**config.mk**
```make
export PLATFORM = sky130hd
export DESIGN_NAME = usb_host_os_fingerprint
export DESIGN_NICKNAME = d
export VERILOG_FILES = /design/src/rtl/uhof_pkg.sv /design/src/rtl/usb_host_os_fingerprint.sv
export SDC_FILE = /design/constraint.sdc
export NUM_CORES = 1
export LEC_CHECK = 0
export ABC_AREA = 1
export BUFFER_PORTS_ARGS = -buffer_cell sky130_fd_sc_hd__clkbuf_2
export CAP_MARGIN = 20
export CELL_PAD_IN_SITES_DETAIL_PLACEMENT = 0
export CELL_PAD_IN_SITES_GLOBAL_PLACEMENT = 2
export CORE_MARGIN = 1.5
export CORE_UTILIZATION = 38
export CTS_CLUSTER_SIZE = 30
export DETAILED_ROUTE_END_ITERATION = 10
export GPL_TIMING_DRIVEN = 0
export PLACE_DENSITY = 0.83
export SKIP_LAST_GASP = 1
export SLEW_MARGIN = 40
export SYNTH_ARGS = -nofsm -noshare
export SYNTH_HDL_FRONTEND = slang
export SYNTH_SLANG_ARGS = --single-unit
```
**constraint.sdc**
```tcl
create_clock -name clk -period 6.96 [get_ports clk]
set_input_delay 1.392 -clock clk [delete_from_list [all_inputs] [get_ports clk]]
set_output_delay 1.392 -clock clk [all_outputs]
set_load 0.01 [all_outputs]
```
**src/rtl/uhof_pkg.sv**
```systemverilog
// types, codes and helpers for the usb host os fingerprint block
`timescale 1ns / 1ps

package uhof_pkg;

    // stream and config port widths
    localparam int S_TDATA_W  = 56;
    localparam int S_TUSER_W  = 2;
    localparam int M_TDATA_W  = 8;
    localparam int M_TUSER_W  = 4;
    localparam int CFG_ADDR_W = 3;
    localparam int CFG_DATA_W = 16;

    localparam int LAYER_W = 5;
    localparam int COUNT_W = 8;
    localparam int LEN_W   = 16;
    localparam int IDLE_W  = 12;
    localparam int SETTLE_W = 16;
    localparam int GAP_W   = 12;

    // operation codes carried in the slave tuser
    localparam logic [1:0] OP_SETUP      = 2'd0;
    localparam logic [1:0] OP_TICK       = 2'd1;
    localparam logic [1:0] OP_DISCONNECT = 2'd2;

    // register indexes
    localparam logic [CFG_ADDR_W-1:0] REG_LAYER_MACOS   = 3'd0;
    localparam logic [CFG_ADDR_W-1:0] REG_LAYER_IOS     = 3'd1;
    localparam logic [CFG_ADDR_W-1:0] REG_LAYER_WINDOWS = 3'd2;
    localparam logic [CFG_ADDR_W-1:0] REG_LAYER_LINUX   = 3'd3;
    localparam logic [CFG_ADDR_W-1:0] REG_SETTLE_MS     = 3'd4;
    localparam logic [CFG_ADDR_W-1:0] REG_GAP_MS        = 3'd5;
    localparam logic [CFG_ADDR_W-1:0] REG_REVERT_EN     = 3'd6;
    localparam logic [CFG_ADDR_W-1:0] REG_DISC_LAYER    = 3'd7;

    // register reset values
    localparam logic [SETTLE_W-1:0] SETTLE_MS_RST = 16'd200;
    localparam logic [GAP_W-1:0]    GAP_MS_RST    = 12'd2000;

    // setup packet match: device-to-host standard descriptor fetch for a string
    localparam logic [7:0] REQ_TYPE_IN_STD_DEV = 8'h80;
    localparam logic [7:0] REQ_DESC_FETCH      = 8'h06;
    localparam logic [7:0] DESC_TYPE_STRING    = 8'h03;

    // fingerprinted lengths
    localparam logic [LEN_W-1:0] LEN_2   = 16'h0002;
    localparam logic [LEN_W-1:0] LEN_4   = 16'h0004;
    localparam logic [LEN_W-1:0] LEN_255 = 16'h00FF;

    localparam logic [IDLE_W-1:0]  IDLE_MAX  = 12'hFFF;
    localparam logic [COUNT_W-1:0] COUNT_MAX = 8'hFF;

    // result cause flag
    localparam logic CAUSE_DETECT = 1'b0;
    localparam logic CAUSE_REVERT = 1'b1;

    typedef enum logic [2:0] {
        KIND_NONE    = 3'd0,
        KIND_LINUX   = 3'd1,
        KIND_WINDOWS = 3'd2,
        KIND_MACOS   = 3'd3,
        KIND_IOS     = 3'd4
    } kind_t;

    // saturating increment of a request counter
    function automatic logic [COUNT_W-1:0] sat_inc(input logic [COUNT_W-1:0] v);
        return (v == COUNT_MAX) ? COUNT_MAX : v + COUNT_W'(1);
    endfunction

endpackage

```
**src/rtl/usb_host_os_fingerprint.sv**
```systemverilog
// top level of the usb host os fingerprint block
`timescale 1ns / 1ps

// Watches setup packets, millisecond ticks and disconnects on the slave stream
// and emits a default-layer switch on the master stream once the host has been
// classified from its string descriptor request lengths, and a revert switch
// on a disconnect after a detection when revert is enabled. One transfer is
// taken every cycle while the output register can take a result: the slave
// transfer lands in an input register, and when it advances the counters, the
// settle timer and the classifier update in one step and a result, if any, is
// loaded into the output register. The output register decouples the two
// sides, so a stalled master only stops intake once both registers are full.
// Configuration writes must happen while the block is idle.
module usb_host_os_fingerprint (
    input  logic                             clk,
    input  logic                             rst_n,
    // configuration write port
    input  logic                             cfg_we,
    input  logic [uhof_pkg::CFG_ADDR_W-1:0]  cfg_addr,
    input  logic [uhof_pkg::CFG_DATA_W-1:0]  cfg_wdata,
    // slave stream
    input  logic                             s_axis_tvalid,
    output logic                             s_axis_tready,
    // request_type, request_code, value_word, length_word, usb_connected, zero pad
    input  logic [uhof_pkg::S_TDATA_W-1:0]   s_axis_tdata,
    // operation
    input  logic [uhof_pkg::S_TUSER_W-1:0]   s_axis_tuser,
    // master stream
    output logic                             m_axis_tvalid,
    input  logic                             m_axis_tready,
    // new_layer, zero pad
    output logic [uhof_pkg::M_TDATA_W-1:0]   m_axis_tdata,
    // cause, host_kind
    output logic [uhof_pkg::M_TUSER_W-1:0]   m_axis_tuser
);
    import uhof_pkg::*;

    // configuration registers
    logic [LAYER_W-1:0]  layer_macos_reg;
    logic [LAYER_W-1:0]  layer_ios_reg;
    logic [LAYER_W-1:0]  layer_windows_reg;
    logic [LAYER_W-1:0]  layer_linux_reg;
    logic [SETTLE_W-1:0] settle_ms_reg;
    logic [GAP_W-1:0]    gap_ms_reg;
    logic                revert_en_reg;
    logic [LAYER_W-1:0]  disc_layer_reg;

    // input register
    logic               in_valid_reg;
    logic [1:0]         in_op_reg;
    logic [7:0]         in_rtype_reg;
    logic [7:0]         in_rcode_reg;
    logic [15:0]        in_value_reg;
    logic [LEN_W-1:0]   in_len_reg;
    logic               in_conn_reg;

    // fingerprint state
    logic [COUNT_W-1:0]  req_count_reg,  req_count_next;
    logic [COUNT_W-1:0]  cnt_len2_reg,   cnt_len2_next;
    logic [COUNT_W-1:0]  cnt_len4_reg,   cnt_len4_next;
    logic [COUNT_W-1:0]  cnt_len255_reg, cnt_len255_next;
    logic [LEN_W-1:0]    last_len_reg,   last_len_next;
    logic [IDLE_W-1:0]   idle_reg,       idle_next;
    logic [SETTLE_W-1:0] settle_left_reg, settle_left_next;
    logic                settle_pend_reg, settle_pend_next;
    logic                switched_reg,   switched_next;

    // output register
    logic               out_valid_reg, out_valid_next;
    logic [LAYER_W-1:0] out_layer_reg, out_layer_next;
    logic               out_cause_reg, out_cause_next;
    kind_t              out_kind_reg,  out_kind_next;

    logic  advance;
    logic  setup_hit;
    logic  gap_clear;
    kind_t kind_c;
    logic [LAYER_W-1:0] kind_layer;

    // the stage advances when the output register is empty or being drained
    assign advance       = in_valid_reg && (!out_valid_reg || m_axis_tready);
    assign s_axis_tready = !in_valid_reg || advance;

    assign m_axis_tvalid = out_valid_reg;
    assign m_axis_tdata  = {{(M_TDATA_W - LAYER_W){1'b0}}, out_layer_reg};
    assign m_axis_tuser  = {out_kind_reg, out_cause_reg};

    // configuration writes
    always_ff @(posedge clk or negedge rst_n)
    begin
        if (!rst_n)
        begin
            layer_macos_reg   <= '0;
            layer_ios_reg     <= '0;
            layer_windows_reg <= '0;
            layer_linux_reg   <= '0;
            settle_ms_reg     <= SETTLE_MS_RST;
            gap_ms_reg        <= GAP_MS_RST;
            revert_en_reg     <= 1'b0;
            disc_layer_reg    <= '0;
        end
        else if (cfg_we)
        begin
            case (cfg_addr)
                REG_LAYER_MACOS:   layer_macos_reg   <= cfg_wdata[LAYER_W-1:0];
                REG_LAYER_IOS:     layer_ios_reg     <= cfg_wdata[LAYER_W-1:0];
                REG_LAYER_WINDOWS: layer_windows_reg <= cfg_wdata[LAYER_W-1:0];
                REG_LAYER_LINUX:   layer_linux_reg   <= cfg_wdata[LAYER_W-1:0];
                REG_SETTLE_MS:     settle_ms_reg     <= cfg_wdata[SETTLE_W-1:0];
                REG_GAP_MS:        gap_ms_reg        <= cfg_wdata[GAP_W-1:0];
                REG_REVERT_EN:     revert_en_reg     <= cfg_wdata[0];
                REG_DISC_LAYER:    disc_layer_reg    <= cfg_wdata[LAYER_W-1:0];
                default:           ;
            endcase
        end
    end

    // input register: valid is control, fields are plain payload
    always_ff @(posedge clk or negedge rst_n)
    begin
        if (!rst_n)
        begin
            in_valid_reg <= 1'b0;
        end
        else if (s_axis_tready)
        begin
            in_valid_reg <= s_axis_tvalid;
        end
    end

    always_ff @(posedge clk)
    begin
        if (s_axis_tvalid && s_axis_tready)
        begin
            in_op_reg    <= s_axis_tuser[1:0];
            in_rtype_reg <= s_axis_tdata[7:0];
            in_rcode_reg <= s_axis_tdata[15:8];
            in_value_reg <= s_axis_tdata[31:16];
            in_len_reg   <= s_axis_tdata[47:32];
            in_conn_reg  <= s_axis_tdata[48];
        end
    end

    // host classification from the current counts, in priority order
    always_comb
    begin
        if (req_count_reg < COUNT_W'(3))
            kind_c = KIND_NONE;
        else if (cnt_len255_reg >= COUNT_W'(2) && cnt_len4_reg != '0)
            kind_c = KIND_WINDOWS;
        else if (req_count_reg == cnt_len255_reg)
            kind_c = KIND_LINUX;
        else if (req_count_reg >= COUNT_W'(5) && last_len_reg == LEN_255 &&
                 cnt_len255_reg != '0 && cnt_len2_reg >= COUNT_W'(2))
            kind_c = KIND_MACOS;
        else if (req_count_reg == COUNT_W'(4) && cnt_len255_reg == '0 &&
                 cnt_len2_reg == COUNT_W'(2))
            kind_c = KIND_IOS;
        else if (cnt_len255_reg == '0 && cnt_len2_reg == COUNT_W'(3) &&
                 cnt_len4_reg == COUNT_W'(1))
            kind_c = KIND_LINUX;
        else if (cnt_len255_reg != '0 && cnt_len2_reg == '0 && cnt_len4_reg == '0)
            kind_c = KIND_LINUX;
        else
            kind_c = KIND_NONE;
    end

    always_comb
    begin
        case (kind_c)
            KIND_MACOS:   kind_layer = layer_macos_reg;
            KIND_IOS:     kind_layer = layer_ios_reg;
            KIND_WINDOWS: kind_layer = layer_windows_reg;
            default:      kind_layer = layer_linux_reg;
        endcase
    end

    assign setup_hit = (in_rtype_reg == REQ_TYPE_IN_STD_DEV) &&
                       (in_rcode_reg == REQ_DESC_FETCH) &&
                       (in_value_reg[15:8] == DESC_TYPE_STRING);

    // a long quiet gap means the host re-enumerated: start the counts over
    assign gap_clear = (req_count_reg != '0) && (idle_reg > gap_ms_reg);

    // state update and result for the item in the input register
    always_comb
    begin
        logic [COUNT_W-1:0] req_base;
        logic [COUNT_W-1:0] len2_base;
        logic [COUNT_W-1:0] len4_base;
        logic [COUNT_W-1:0] len255_base;
        logic               emit;

        req_count_next   = req_count_reg;
        cnt_len2_next    = cnt_len2_reg;
        cnt_len4_next    = cnt_len4_reg;
        cnt_len255_next  = cnt_len255_reg;
        last_len_next    = last_len_reg;
        idle_next        = idle_reg;
        settle_left_next = settle_left_reg;
        settle_pend_next = settle_pend_reg;
        switched_next    = switched_reg;
        out_layer_next   = out_layer_reg;
        out_cause_next   = out_cause_reg;
        out_kind_next    = out_kind_reg;
        emit             = 1'b0;

        req_base    = gap_clear ? '0 : req_count_reg;
        len2_base   = gap_clear ? '0 : cnt_len2_reg;
        len4_base   = gap_clear ? '0 : cnt_len4_reg;
        len255_base = gap_clear ? '0 : cnt_len255_reg;

        if (advance)
        begin
            case (in_op_reg)
                OP_SETUP:
                begin
                    if (setup_hit)
                    begin
                        idle_next       = '0;
                        req_count_next  = sat_inc(req_base);
                        cnt_len2_next   = len2_base;
                        cnt_len4_next   = len4_base;
                        cnt_len255_next = len255_base;
                        if (in_len_reg == LEN_2)
                            cnt_len2_next = sat_inc(len2_base);
                        else if (in_len_reg == LEN_4)
                            cnt_len4_next = sat_inc(len4_base);
                        else if (in_len_reg == LEN_255)
                            cnt_len255_next = sat_inc(len255_base);
                        last_len_next    = in_len_reg;
                        settle_left_next = settle_ms_reg;
                        settle_pend_next = 1'b1;
                    end
                end
                OP_TICK:
                begin
                    if (idle_reg != IDLE_MAX)
                        idle_next = idle_reg + IDLE_W'(1);
                    if (settle_pend_reg)
                    begin
                        if (settle_left_reg > SETTLE_W'(1))
                        begin
                            settle_left_next = settle_left_reg - SETTLE_W'(1);
                        end
                        else
                        begin
                            // settle timer expired: classify now
                            settle_left_next = '0;
                            settle_pend_next = 1'b0;
                            if (kind_c != KIND_NONE && in_conn_reg)
                            begin
                                emit           = 1'b1;
                                out_layer_next = kind_layer;
                                out_cause_next = CAUSE_DETECT;
                                out_kind_next  = kind_c;
                                switched_next  = 1'b1;
                            end
                        end
                    end
                end
                OP_DISCONNECT:
                begin
                    req_count_next   = '0;
                    cnt_len2_next    = '0;
                    cnt_len4_next    = '0;
                    cnt_len255_next  = '0;
                    last_len_next    = '0;
                    settle_left_next = '0;
                    settle_pend_next = 1'b0;
                    switched_next    = 1'b0;
                    if (revert_en_reg && switched_reg)
                    begin
                        emit           = 1'b1;
                        out_layer_next = disc_layer_reg;
                        out_cause_next = CAUSE_REVERT;
                        out_kind_next  = KIND_NONE;
                    end
                end
                default:
                begin
                    // unused operation code: ignored
                end
            endcase
        end

        // output register: load a new result, or drop one that was taken
        if (advance)
            out_valid_next = emit;
        else if (m_axis_tready)
            out_valid_next = 1'b0;
        else
            out_valid_next = out_valid_reg;
    end

    always_ff @(posedge clk or negedge rst_n)
    begin
        if (!rst_n)
        begin
            req_count_reg   <= '0;
            cnt_len2_reg    <= '0;
            cnt_len4_reg    <= '0;
            cnt_len255_reg  <= '0;
            last_len_reg    <= '0;
            idle_reg        <= '0;
            settle_left_reg <= '0;
            settle_pend_reg <= 1'b0;
            switched_reg    <= 1'b0;
            out_valid_reg   <= 1'b0;
        end
        else
        begin
            req_count_reg   <= req_count_next;
            cnt_len2_reg    <= cnt_len2_next;
            cnt_len4_reg    <= cnt_len4_next;
            cnt_len255_reg  <= cnt_len255_next;
            last_len_reg    <= last_len_next;
            idle_reg        <= idle_next;
            settle_left_reg <= settle_left_next;
            settle_pend_reg <= settle_pend_next;
            switched_reg    <= switched_next;
            out_valid_reg   <= out_valid_next;
        end
    end

    // result payload
    always_ff @(posedge clk)
    begin
        out_layer_reg <= out_layer_next;
        out_cause_reg <= out_cause_next;
        out_kind_reg  <= out_kind_next;
    end

endmodule

```
Yosys cells after proc, flatten, opt, wreduce, memory -nomap -nowiden
Cells that the tools add are included.
{"block": "op_classes", "add_sub_neg": 6, "n_mul": 0, "div": 0, "magnitude_cmp": 6, "n_eq_ne": 35, "shift": 0, "muxes": 69, "n_bitwise": 0, "n_reduce_logical": 49}
{"cell": "$mux W8", "count": 18}
{"cell": "$mux W16", "count": 4}
{"cell": "$pmux W8 S2", "count": 4}
{"cell": "$pmux W16 S3", "count": 1}
{"cell": "$eq A8 B8 Y1 const B", "count": 5}
{"cell": "$add A8 B1 Y8 const B", "count": 4}
{"cell": "$eq A16 B8 Y1 const B", "count": 2}
{"cell": "$pmux W16 S2", "count": 1}
{"cell": "$mux W3", "count": 9}
{"cell": "$eq A8 B2 Y1 const B", "count": 3}
{"cell": "$logic_not A8 Y1", "count": 3}
{"cell": "$mux W12", "count": 2}
{"cell": "$pmux W12 S2", "count": 1}
{"cell": "$reduce_bool A8 Y1", "count": 3}
{"cell": "$mux W5", "count": 4}
{"cell": "$mux W1", "count": 18}
{"cell": "$logic_and A1 B1 Y1", "count": 17}
{"cell": "$eq A16 B2 Y1 const B", "count": 1}
{"cell": "$eq A16 B3 Y1 const B", "count": 1}
{"cell": "$eq A8 B3 Y1 const B", "count": 2}
{"cell": "$ge A8 B2 Y1 const B", "count": 2}
{"cell": "$gt A16 B1 Y1 const B", "count": 1}
{"cell": "$reduce_and A2 Y1", "count": 8}
{"cell": "$sub A16 B1 Y16 const B", "count": 1}
{"cell": "28 further kinds", "count": 50}
{"block": "word_totals", "regBits": 194, "latch_bits": 0, "ram_bits": 0, "romBits": 0, "in_bits": 82, "word_cells": 193, "n_memories": 0}

Longest topological paths before layout
{"block": "logic_depth", "depth_word": 17, "depth_mapped": 24, "ltp_nobuf": 23}

Worst setup path after synthesis
OpenSTA, ideal clock, no wires.
{"block": "synth_timing", "kind": "input-to-output", "from": "input port m_axis_tready", "to": "output port s_axis_tready", "t_arrival_ns": 1.576, "t_required_ns": 5.568, "slack_ns": 3.992, "stages": 2, "path_cell_list": "inv_1 -> nand3_1"}
{"block": "synth_via", "elab_chain_cells": 3}
{"item": "from (decl)", "line": "usb_host_os_fingerprint.sv:30", "text": "input logic m_axis_tready,"}
{"item": "$logic_or A1 B1 Y1", "line": "usb_host_os_fingerprint.sv:81", "text": "assign advance = in_valid_reg && (!out_valid_reg || m_axis_tready);"}
{"item": "$logic_and A1 B1 Y1", "line": "usb_host_os_fingerprint.sv:81"}
{"item": "$logic_or A1 B1 Y1", "line": "usb_host_os_fingerprint.sv:82", "text": "assign s_axis_tready = !in_valid_reg || advance;"}
{"item": "to (decl)", "line": "usb_host_os_fingerprint.sv:23", "text": "output logic s_axis_tready,"}
Every way passes these cells.

Worst setup path after layout
Same ends and word-level chain as after synthesis.

==> summary.txt <==
Status
  – Status: finished clean

Floorplanning
  – Ports: 96
  – Initial Util: 39.0%
  – Die Y: 164 um
  – Die ar.: 27000 um2
  – Core area: 25400 um2
  – # rows: 58
  – Die W: 164 um

Clock network
  – Clock Pin Slew Worst Setup and Hold Paths: 0.08 ns
  – CTS tree: done
  – CTS H-tree depth: 4
  – CTS Buf Count: 17
  – Clk_lat worst skew: 0.45 ns
  – Root Buffer: clkbuf_16
  – # clock sinks: 186
  – Postcts setup bufs: 0
  – CTS Hold Buffers Added: 0
  – CTS-repair resized insts: 0
  – Maximum clock path buffer count: 2

Job
  – Max cap viols: 0

Setup path
  – Critical Path Start: m_axis_tready
  – Bufs and invs on worst path: 3
  – CP max stage delay: 0.15 ns
  – Required @ worst endpoint: 5.57 ns
  – CP endpoint kind: output pin
  – Most used cell, CP: clkbuf_2
  – Arrival time of the worst setup path: 1.78 ns
  – CP max stage cell: clkbuf_2
  – CP Class: in2out
  – Crit start category: primary input
  – FF-to-FF Start: gap_ms_reg[9]
  – Crit path cell chain: clkbuf_2, inv_1, nand3_1, clkbuf_2
  – CP delay by family, top: buffers and inverters
  – Crit Path Max Fanout: 3

Layout
  – Register area: 4930 um2
  – Nets@finish: 1443
  – # diodes: 0
  – Layout cells sized above 1: 13.5%
  – Multi-input gate area: 4170 um2
  – Area growth, synth to finish: 15.7%
  – Filler Cell Count: 2576

Logic synthesis
  – Most common cell in the netlist: nand2_1
  – Post-synth EDFFs: 52
  – Synthesized area: 9890 um2
  – Share of Yosys cell area claimed by the top area cell type: 31.6%
  – Top_reg_cell synth: dfrtp_1
  – Sequential-to-total area share from yosys stat: 49.8%
  – Post-synthesis cell count: 1237
  – Post-synthesis average cell area: 8.00 um2
  – Most frequent cells after synthesis: nand2_1, inv_1, dfrtp_1
  – Ys async rst share: 72.0%
  – Cell variety after synth: 45
  – Most area-consuming cells after synthesis: dfrtp_1, edfxtp_1, nand2_1, inv_1, o21ai_0
  – Syn. warnings: 0
  – Synth Register Bits: 186
  – Synth area leader: dfrtp_1

Min path
  – Hold_sp: layer_ios_reg[2]
  – Worst min path class: reg2reg

Global routing
  – Grt peak-use layer: met2
  – Met1 Resource Use GR: 29.4%
  – Largest net degree at the start of global routing: 61
  – Met2 usage: 30.1%
  – Met3 usage: 3.13%
  – First-pass GRT wire length: 41600 um
  – Total GRT Usage: 19.9%
  – Number of global-route vias before repair: 7935
  – Grt ovf: 0
  – Initial antenna violation count: 0

Timing
  – Setup ws final: 3.79 ns
  – Final setup fails: 0
  – Minimum clock period: 3.17 ns
  – RSZ-0062 raised after global routing: no
  – F_max: 315 MHz
  – Final Hold Vio Count: 0
  – Final setup skew: 0.0151 ns
  – Final Cycle Share: 45.6%
  – Worst-margin pin slew: 0.731 ns
  – Worst slew margin: 51.3%
  – Post-route setup TNS: 0 ns
  – Max Slew Vio Count: 0

Placement
  – Post-DP HPWL: 18400 um
  – Pre-CTS WS: 3.68 ns
  – Final GP Congestion: 0.782
  – Number of port buffers: 77

Route
  – Antenna Nets Post-Route: 0
  – Vias/cell: 4.76
  – DR DRC count: 0
  – Initial DRC count: 424
  – TritonRoute pass-1 iters: 5
  – Detailed Route WL: 24800 um
  – Vias: 8001
  – Drt wl/cell: 14.7 um

Power and ir drop
  – LEAKAGE: 5.56 nW
  – Max IR drop VDD: 0.000136 V
  – PD cells: 277 nW/um2
-- cell usage in the layout (no fill, tap or decap), drive strengths merged, types with 4 or more instances in the layout --
cell / count
nand2: 372
inv: 177
nor2: 131
dfrtp: 125
o21ai: 122
clkbuf: 112
nand3: 76
edfxtp: 52
nand4: 27
ha: 23
xor2: 18
buf: 18
a21oi: 16
nor3: 15
o22ai: 14
dfstp: 9
or2: 7
clkinv: 6
nor4: 6
nand3b: 4
-- worst paths after layout --
path / end / slack (ns) / cells after the start
worst max register to register: req_count_reg[1] / 3.84 / 20
worst max-delay path: s_axis_tready / 3.79 / 4
worst min register to register: layer_ios_reg[2] / 0.49 / 2
min in group asynchronous: cnt_len2_reg[5] / 0.81 / 1
worst min-delay path: layer_ios_reg[2] / 0.49 / 2
max in group asynchronous: settle_ms_reg[6] / 5.18 / 3
-- cell families after synthesis --
family	Yosys count	share of synthesized area, %
flip-flops	186	49.8
XOR/XNOR	21	1.86
adder cells (fa/ha/maj)	23	2.91
buffers and inverters	201	8.21
AND/OR/NAND/NOR	639	28.3
other	1	0.0379
AO/OA/AOI/OAI	166	8.93
-- per-layer routing --
| metal | up-vias | wire length (um) |
|---|---|---|
| li1 | 4177 | - |
| met4 | 0 | 330 |
| met5 | - | 0 |
| met2 | 136 | 10700 |
| met3 | 23 | 818 |
| met1 | 3665 | 13000 |
-- layout make-up --
class / count / area share, %
buffer: 33 / 1.59
clock buffer: 17 / 3.72
multi-input combinational: 852 / 36.5
tap: 330 / 3.61
timing repair buffer: 80 / 4.10
inverter: 168 / 5.51
clock inverter: 15 / 1.97
sequential: 186 / 43.0
-- stage by stage --
step	total power, mW	area, um2	instances	util [%]	hold slack, ns
after floorplan	1.91	9900	1239	-	0.448
after global placement	2.12	10700	1646	42.1	0.462
after detailed placement	2.13	10800	1649	42.5	0.470
after CTS	3.20	11400	1681	45.1	0.489
after global routing	3.39	11400	1681	45.1	0.506
final	3.17	11400	1681	45.1	0.485
-- worst reg2reg max path, stage by stage, from the launching register on --
cell	delay [ns]
dfstp_2	0.54
inv_1	0.04
ha_1	0.28
nand2_1	0.05
inv_1	0.04
nand2_1	0.05
nor2_1	0.21
nand2_1	0.08
nand2_1	0.08
inv_2	0.04
nand2_4	0.15
inv_2	0.15
buf_4	0.21
nor2_1	0.14
ha_1	0.21
nand3_1	0.10
nor2_2	0.18
nand4_2	0.22
nand2_1	0.11
nand2_1	0.05
o21ai_0	0.08
-- power by group --
group          switching, mW  total, mW  internal (mW)
sequential             0.115       1.40           1.29
combinational          0.451      0.705          0.254
clock                  0.549       1.06          0.512
Power figures use the tool's default switching activity.
